## config.mk

```make
export PLATFORM = sky130hd
export DESIGN_NAME = xorshift_star_random_source_unit
export DESIGN_NICKNAME = d
export VERILOG_FILES = /design/src/hdl/xss_pkg.sv /design/src/hdl/xorshift_star_random_source_unit.sv /design/src/hdl/xss_mul.sv
export SDC_FILE = /design/constraint.sdc
export NUM_CORES = 2
export LEC_CHECK = 0
export BUFFER_PORTS_ARGS = -buffer_cell sky130_fd_sc_hd__buf_2
export CAP_MARGIN = 20
export CORE_MARGIN = 2
export CORE_UTILIZATION = 35
export CTS_CLUSTER_DIAMETER = 100
export DETAILED_ROUTE_END_ITERATION = 10
export GPL_ROUTABILITY_DRIVEN = 0
export HOLD_SLACK_MARGIN = 0.15
export PLACE_DENSITY = 0.55
export SKIP_LAST_GASP = 1
export SLEW_MARGIN = 0
export SYNTH_ARGS = -nofsm -noshare
export SYNTH_HDL_FRONTEND = slang
export SYNTH_SLANG_ARGS = --single-unit
```

## constraint.sdc

```tcl
create_clock -name clk_i -period 13.76 [get_ports clk_i]
set_input_delay 2.752 -clock clk_i [delete_from_list [all_inputs] [get_ports clk_i]]
set_output_delay 2.752 -clock clk_i [all_outputs]
set_load 0.05 [all_outputs]
```

## src/hdl/xss_pkg.sv

```systemverilog
// xss_pkg: shared constants and helpers for the xorshift64* random source.
// Used by xss_mul, xorshift_star_random_source_unit and its testbench; no dependencies.
package xss_pkg;

  localparam int unsigned STATE_W = 64;
  localparam int unsigned WORD_W  = 32;

  localparam logic [STATE_W-1:0] XS_MULT = 64'h2545_F491_4F6C_DD1D;
  localparam int unsigned        SHIFT_A = 12;
  localparam int unsigned        SHIFT_B = 25;
  localparam int unsigned        SHIFT_C = 27;

  localparam logic [WORD_W-1:0]  WORD_MAX = {WORD_W{1'b1}};

  // Request kinds
  localparam logic [1:0] OP_FRACTION = 2'd0;
  localparam logic [1:0] OP_COIN     = 2'd1;
  localparam logic [1:0] OP_RANGE    = 2'd2;
  localparam logic [1:0] OP_NONE     = 2'd3;

  typedef logic [WORD_W-1:0]   word_t;
  typedef logic [2*WORD_W-1:0] prod_t;

  // One xorshift step on the 64-bit state
  function automatic logic [STATE_W-1:0] xorshift(input logic [STATE_W-1:0] s);
    logic [STATE_W-1:0] x;
    x = s;
    x = x ^ (x >> SHIFT_A);
    x = x ^ (x << SHIFT_B);
    x = x ^ (x >> SHIFT_C);
    return x;
  endfunction

endpackage

```

## src/hdl/xorshift_star_random_source_unit.sv

```systemverilog
// xorshift_star_random_source_unit: xorshift64* generator with a small sequencer.
// Depends on xss_pkg and xss_mul (the one shared multiplier).
//
// Each fraction, coin or unequal-bound range request advances the 64-bit state
// by one xorshift step and scrambles it through a 64-bit multiply that is built
// from three passes of one 32x32 multiplier; a range request uses that multiplier
// a fourth time to scale the fraction, then divides by 2^32-1 with one compare
// and increment. A fraction or coin request passes through states M0 to M3 and
// then FIN, a range request adds M4 and DV before FIN, a range with equal bounds
// goes straight to FIN and an op code of 3 is dropped; FIN waits for the output
// register to drain. The input side stalls while a request is in flight; the
// output register lets the next request start while a result still waits. A
// seed write loads the state at once, with zero replaced by one.
module xorshift_star_random_source_unit (
  input  logic        clk_i,
  input  logic        rst_ni,
  input  logic        cfg_we_i,
  input  logic [63:0] cfg_wdata_i,
  input  logic        in_valid_i,
  output logic        in_stall_o,
  input  logic [1:0]  op_i,
  input  logic signed [31:0] range_low_i,
  input  logic signed [31:0] range_high_i,
  output logic        out_valid_o,
  input  logic        out_stall_i,
  output logic [31:0] fraction_o,
  output logic        coin_o,
  output logic signed [31:0] range_value_o
);

  localparam logic [2:0] ST_IDLE = 3'd0;
  localparam logic [2:0] ST_M0   = 3'd1;
  localparam logic [2:0] ST_M1   = 3'd2;
  localparam logic [2:0] ST_M2   = 3'd3;
  localparam logic [2:0] ST_M3   = 3'd4;
  localparam logic [2:0] ST_M4   = 3'd5;
  localparam logic [2:0] ST_DV   = 3'd6;
  localparam logic [2:0] ST_FIN  = 3'd7;

  logic [2:0]  st_q, st_d;
  logic [63:0] gen_q, gen_d;
  logic        range_q, range_d;
  xss_pkg::word_t lo_q, lo_d;
  xss_pkg::word_t diff_q, diff_d;
  xss_pkg::word_t frac_q, frac_d;
  logic        coin_q, coin_d;
  xss_pkg::word_t res_q, res_d;

  logic        out_valid_q, out_valid_d;
  xss_pkg::word_t out_frac_q, out_frac_d;
  logic        out_coin_q, out_coin_d;
  xss_pkg::word_t out_range_q, out_range_d;

  xss_pkg::word_t mul_a, mul_b;
  xss_pkg::prod_t prod;

  logic           in_acc;
  logic           slot_free;
  logic           swap;
  xss_pkg::word_t b_lo, b_hi;
  xss_pkg::word_t u_sum;
  logic [32:0]    div_sum;

  xss_mul u_mul (
    .clk_i (clk_i),
    .a_i   (mul_a),
    .b_i   (mul_b),
    .p_o   (prod)
  );

  assign in_stall_o = (st_q != ST_IDLE);
  assign in_acc     = in_valid_i && (st_q == ST_IDLE);
  assign slot_free  = !out_valid_q || !out_stall_i;

  assign swap  = (range_high_i < range_low_i);
  assign b_lo  = swap ? range_high_i : range_low_i;
  assign b_hi  = swap ? range_low_i  : range_high_i;
  assign u_sum = frac_q + prod[31:0];
  // p = a*2^32 + b = a*(2^32-1) + (a+b), and a+b stays below 2*(2^32-1)
  assign div_sum = {1'b0, prod[63:32]} + {1'b0, prod[31:0]};

  // Multiplier operand select
  always_comb begin
    unique case (st_q)
      ST_M0: begin
        mul_a = gen_q[31:0];
        mul_b = xss_pkg::XS_MULT[31:0];
      end
      ST_M1: begin
        mul_a = gen_q[63:32];
        mul_b = xss_pkg::XS_MULT[31:0];
      end
      ST_M2: begin
        mul_a = gen_q[31:0];
        mul_b = xss_pkg::XS_MULT[63:32];
      end
      ST_M4: begin
        mul_a = frac_q;
        mul_b = diff_q;
      end
      default: begin
        mul_a = frac_q;
        mul_b = diff_q;
      end
    endcase
  end

  always_comb begin
    st_d    = st_q;
    gen_d   = gen_q;
    range_d = range_q;
    lo_d    = lo_q;
    diff_d  = diff_q;
    frac_d  = frac_q;
    coin_d  = coin_q;
    res_d   = res_q;

    out_valid_d = out_valid_q && out_stall_i;
    out_frac_d  = out_frac_q;
    out_coin_d  = out_coin_q;
    out_range_d = out_range_q;

    unique case (st_q)
      ST_IDLE: begin
        if (in_acc) begin
          range_d = (op_i == xss_pkg::OP_RANGE);
          lo_d    = '0;
          res_d   = '0;
          diff_d  = b_hi - b_lo;
          unique case (op_i)
            xss_pkg::OP_FRACTION, xss_pkg::OP_COIN: begin
              gen_d = xss_pkg::xorshift(gen_q);
              st_d  = ST_M0;
            end
            xss_pkg::OP_RANGE: begin
              lo_d = b_lo;
              if (range_high_i == range_low_i) begin
                // equal bounds: hold the state, return the bound
                frac_d = '0;
                coin_d = 1'b0;
                st_d   = ST_FIN;
              end else begin
                gen_d = xss_pkg::xorshift(gen_q);
                st_d  = ST_M0;
              end
            end
            xss_pkg::OP_NONE: st_d = ST_IDLE;
            default:          st_d = ST_IDLE;
          endcase
        end
      end
      ST_M0: st_d = ST_M1;
      ST_M1: begin
        frac_d = prod[63:32];
        st_d   = ST_M2;
      end
      ST_M2: begin
        frac_d = u_sum;
        st_d   = ST_M3;
      end
      ST_M3: begin
        frac_d = u_sum;
        coin_d = ~u_sum[31];
        st_d   = range_q ? ST_M4 : ST_FIN;
      end
      ST_M4: st_d = ST_DV;
      ST_DV: begin
        res_d = (div_sum >= {1'b0, xss_pkg::WORD_MAX}) ? prod[63:32] + 32'd1 : prod[63:32];
        st_d  = ST_FIN;
      end
      ST_FIN: begin
        if (slot_free) begin
          out_valid_d = 1'b1;
          out_frac_d  = frac_q;
          out_coin_d  = coin_q;
          out_range_d = lo_q + res_q;
          st_d        = ST_IDLE;
        end
      end
      default: st_d = ST_IDLE;
    endcase

    if (cfg_we_i) begin
      gen_d = (cfg_wdata_i == 64'd0) ? 64'd1 : cfg_wdata_i;
    end
  end

  always_ff @(posedge clk_i or negedge rst_ni) begin
    if (!rst_ni) begin
      st_q        <= ST_IDLE;
      gen_q       <= 64'd1;
      range_q     <= 1'b0;
      out_valid_q <= 1'b0;
    end else begin
      st_q        <= st_d;
      gen_q       <= gen_d;
      range_q     <= range_d;
      out_valid_q <= out_valid_d;
    end
  end

  always_ff @(posedge clk_i) begin
    lo_q        <= lo_d;
    diff_q      <= diff_d;
    frac_q      <= frac_d;
    coin_q      <= coin_d;
    res_q       <= res_d;
    out_frac_q  <= out_frac_d;
    out_coin_q  <= out_coin_d;
    out_range_q <= out_range_d;
  end

  assign out_valid_o   = out_valid_q;
  assign fraction_o    = out_frac_q;
  assign coin_o        = out_coin_q;
  assign range_value_o = out_range_q;

endmodule

```

## src/hdl/xss_mul.sv

```systemverilog
// xss_mul: shared 32x32 unsigned multiplier with a registered product.
// Depends on xss_pkg for the word and product types.
module xss_mul (
  input  logic           clk_i,
  input  xss_pkg::word_t a_i,
  input  xss_pkg::word_t b_i,
  output xss_pkg::prod_t p_o
);

  xss_pkg::prod_t p_q;

  always_ff @(posedge clk_i) begin
    p_q <= xss_pkg::prod_t'(a_i) * xss_pkg::prod_t'(b_i);
  end

  assign p_o = p_q;

endmodule

```

* Word level (Yosys, flattened, before mapping)
Cells that the tools add are included.
Word-level totals: bits in registers 327, word-level logic and storage cells 96
Cells by class: add/sub/neg operators 5, $mul 1, order comparisons 2, eq/ne operators 16, mux-type cells 29, bitwise operators 4, reduce and logical (&&, ||, !) cells 26
Operators with widths (number):
- $mux 64 | 5
- $mux 32 | 7
- $pmux 32 s2 | 3
- $pmux 64 s2 | 1
- $pmux 32 s3 | 1
- $add 32x32->32 | 2
- $logic_not 64->1 | 1
- $mul 32x32->64 | 1
- $xor 64x37->64 | 1
- $xor 64x52->64 | 1
- $xor 64x64->64 | 1
- $add 32x32->33 | 1
- $ge 33x32->1 const B | 1
- $add 32x1->32 const B | 1
- $eq 32x32->1 | 1
- $lt 32x32->1 | 1
- $sub 32x32->32 | 1
- $pmux 3 s8 | 1
- $eq 3x3->1 const B | 4
- $reduce_and 4->1 | 3
- $mux 3 | 3
- $pmux 3 s3 | 1
- $reduce_bool 3->1 | 3
- $reduce_and 2->1 | 4
- 18 further kinds | 34

* Logic depth before layout (Yosys ltp)
word-level depth 8, depth in mapped cells 37, mapped depth without buffers 32

* Hierarchy
From an unflattened synthesis, not the netlist that was laid out.
Second synthesis, totals: cells, all modules 6095, area, all modules 55005.3 sq um
By module, submodules not included:
- xss_mul | instances 1, cells an instance 3760, area an instance 34539.4 sq um
- xorshift_star_random_source_unit | instances 1, cells an instance 2335, area an instance 20465.9 sq um

* Worst setup path after synthesis
No wires, ideal clock.
path type reg-to-reg, from register st_q[0], to register u_mul.p_q[62], in the netlist u_mul.p_o[62], setup time 0.072 ns, arrival 8.978 ns, data required time 13.688 ns, path slack 4.710 ns, cell stages (with the launch flop) 35, period minus slack after synthesis 9.050 ns, cell sequence dfrtp_1 clkbuf_1 inv_1 nor2_1 clkbuf_1 nand2_1 clkbuf_1 o21ai_1 clkbuf_1 nor2_1 fa_1 inv_1 fa_1 fa_1 fa_1 inv_1 fa_1 fa_1 fa_1 inv_1 fa_1 inv_1 ha_1 a21oi_1 o21ai_0 a221oi_1 o21ai_0 a21oi_1 a32o_1 o21ai_0 o311ai_0 nand2_1 a311o_1 a311oi_1 xnor2_1
Between the ends: longest elaborated chain between the ends 4, elaborated cells on any way between the ends 8, those cells by class mul (1); eq/ne (3); mux (2); reduce/logical (2)
Ends and longest elaborated chain:
- start, declared | RTL line xorshift_star_random_source_unit.sv:40 | logic [2:0] st_q, st_d;
- start signal, assigned | RTL line xorshift_star_random_source_unit.sv:195 | st_q <= st_d;
- $eq 3x2->1 / $eq 3x1->1 (equally long branches) | RTL line xorshift_star_random_source_unit.sv:84 | unique case (st_q)
- $reduce_or 2->1 (no source line)
- $pmux 32 s2 | RTL line xorshift_star_random_source_unit.sv:84
- $mul 32x32->64 * | RTL line xss_mul.sv:13 | p_q <= xss_pkg::prod_t'(a_i) * xss_pkg::prod_t'(b_i);
- end signal, assigned | RTL line xss_mul.sv:13
- end, declared | RTL line xss_mul.sv:10 | xss_pkg::prod_t p_q;
Every way passes the cells marked *; elsewhere a longest branch is shown, timed or not. A chain may end at the register's enable or synchronous reset.

* Worst setup path after layout
from register st_q[2], to register u_mul.p_q[62], in the netlist u_mul.p_o[62]
Same word-level chain as after synthesis.

==> flow_summary.yaml <==
worst_setup_path:
  worstPathArrival_ps: 11990
  cp.required_ps: 14260
  cp-start-kind: "register"
  cp_top_family: "adder cells"
  worst-setup-path-type: "register to register"
  path_buf_inv: 7
  end_kind: "register"
  cpPeakStageDelay_ps: 1010
  crit_top_cell: "fa_1"
  crit_path_top_delay_cell: "a22oi_1"
  cp_max_fo: 116
layout:
  syn_to_final_growth_pct: 9.228
  drive_gt1_frac: 0.07346
  finalNetCount: 7658
  n_fill_cell: 15550
timing:
  fin_crit_ps: 11490
  setup_viol: 0
  final-hold-violation-count: 0
  rsz0062_at_grt: "false"
  max_slew.worst_pin.slew_ps: 1197
  final.setup_skew_ps: 38.36
  slew_viol_final: 0
  finalSetupTns_ps: 0
  slew_headroom: 0.2018
  fin_crit_sh: 0.8347
  fmax_ghz: 0.08707
grt:
  grt.total_usage: 0.2728
  grt_pass1_wl_um: 314100
  grt_pass1_vias: 45500
  overflow: 0
  grt_max_degree: 117
  antenna_found_initial: 14
logic_synthesis:
  synth_area_leaders: "fa_1 34%, edfxtp_1 11%, ha_1 9.1%, inv_1 6.7%, nor2_1 6.0%"
  ys_ff_latch: 327
  yosysSeqAreaShare: 0.1645
  syn_area_um2: 53720
  synth-edff-count: 194
  async_flop_share: 0.2110
  synth_top_area_frac: 0.3350
  synth_ff_type: "edfxtp_1"
  yosysMostFrequentCell: "inv_1"
  synthCells: 6123
  yosysTopAreaCell: "fa_1"
  syn_area_per_cell_um2: 8.774
  yosysWarnings: 0
  synth_cell_types: 83
  synth_nets: 7548
  synth.top_cells.by_count: "957 x inv_1, 899 x fa_1, 852 x nor2_1"
cts:
  cts_tree: "yes"
  clkSinkCount: 327
  path_clk_slew_ps: 60
  ctsResizeCount: 0
  cts_made_buffers: 37
  clock-root-buffer: "clkbuf_16"
  htree_levels: 2
  clkLatencyLatePin_ps: 600
  postCtsHoldBufs: 0
  cts_buffer_depth: 3
  cts_setup_buffers: 0
floorplanning:
  core_um2: 152300
  pin_count: 202
  start_util: 0.3528
  die_area_um2: 156600
  std_cell_rows: 143
  fp.dieW_um: 395.8
  die_h_um: 395.8
routing:
  wl_met3_um: 23300
  postRouteWirelength_um: 215100
  drt_iter0_markers: 5001
  dr.pass1.iters: 6
  top_layer: "met5"
  drcViolationCount: 0
  wire_per_inst_um: 25.94
  via_per_inst: 5.581
  drt-met1-wl_um: 86390
  postRouteAntennaNets: 0
  vias: 46280
  wl_met2_um: 91240
placement:
  numPortBuffers: 201
  place_hpwl_um: 177800
flow_run:
  max_cap_violations: 0
outcome:
  status: "finished, final reports clean"
worst_hold_path:
  hold_class: "register to register"
-- stage by stage --
stage            util  setup slack (ps)  cell area [um2]  std cells  hold slack [ps]
6_report       0.3854              2275            58680       8293            494.6
3_3_place_gp   0.3769              2869            57390       8220            476.5
2_1_floorplan       -              4710            53720       6123            400.3
3_5_place_dp   0.3771              2764            57420       8222            482.3
4_1_cts        0.3851              2713            58640       8290            498.3
5_1_grt        0.3854              2036            58680       8292            532.4
-- final timing paths --
| path | start | end | slack [ps] | cells past startpoint |
|---|---|---|---|---|
| min in group asynchronous | rst_ni | gen_q[32] | 2330 | 1 |
| worst max-delay path | st_q[2] | u_mul.p_o[62] | 2270 | 32 |
| worst min register to register | range_q | range_q | 490 | 2 |
| worst max register to register | st_q[2] | u_mul.p_o[62] | 2270 | 32 |
| worst min-delay path | range_q | range_q | 490 | 2 |
| max in group asynchronous | rst_ni | gen_q[13] | 10810 | 1 |
-- routing by layer --
metal  vias to the layer above  GRT usage
met1                     23240     0.3693
met2                      2617     0.4067
met5                         -          0
li1                      19880          -
met4                        16     0.1400
met3                       525    0.06321
-- worst reg2reg max path: cells and delay by family (launching register included) --
| kind | cells | cell delay, ps |
|---|---|---|
| DFF | 1 | 650 |
| xor gates and xnor gates | 1 | 150 |
| buffers and inverters | 7 | 1000 |
| adders and majority gates | 9 | 4130 |
| AOI/OAI and AO/OA | 12 | 3990 |
| and+or+nand+nor | 3 | 1470 |
-- cell families after synthesis --
kind of cell / Yosys count / synth area share
simple gates: 1993 / 0.1575
fa+ha+maj: 1290 / 0.4261
buf+inv: 1225 / 0.08599
compound gates: 1003 / 0.1194
flops: 327 / 0.1645
xor+xnor: 279 / 0.04549
mux: 6 / 0.001141
-- placed cells by master, fill, tap and decap left out, types with 34 or more instances in the layout --
cell,Yosys,routed
ha_1,391,391
dfxtp_1,64,64
a22oi_1,54,54
nand3_1,85,85
nand2b_1,42,42
xnor2_1,204,204
a21oi_1,334,321
o21ai_0,162,159
buf_2,5,200
edfxtp_1,194,194
inv_1,957,956
nor2_1,852,843
fa_1,899,899
dfrtp_1,68,68
and3_1,48,48
a22o_1,36,36
nand4_1,34,34
nor3_1,48,48
or3_1,40,40
buf_4,0,134
nand2_1,719,719
a21o_1,99,98
clkbuf_16,0,38
xor2_1,75,75
-- sequential cells by signal, indices dropped and copies added, names as in the netlist, 3 cells and up --
name           flops
fraction_o        32
u_mul.p_o         64
st_q               3
range_value_o     32
res_q             32
diff_q            32
gen_q             64
lo_q              32
frac_q            32
-- final cells by class --
cell class                      count  area [um2]  share of cell area
Antenna cell                        1       2.502          0.00004265
Clock buffer                       45        1018             0.01736
Clock inverter                     23       203.9            0.003476
Inverter                          957        3592             0.06122
Multi-Input combinational cell   4571       40400              0.6885
Sequential cell                   327        8835              0.1506
Tap cell                         2030        2540             0.04329
Timing Repair Buffer              339        2088             0.03559
Power is left out: the tool's default activity adds up to more than one toggle a clock period on the data nets, which glitch-free logic cannot reach.
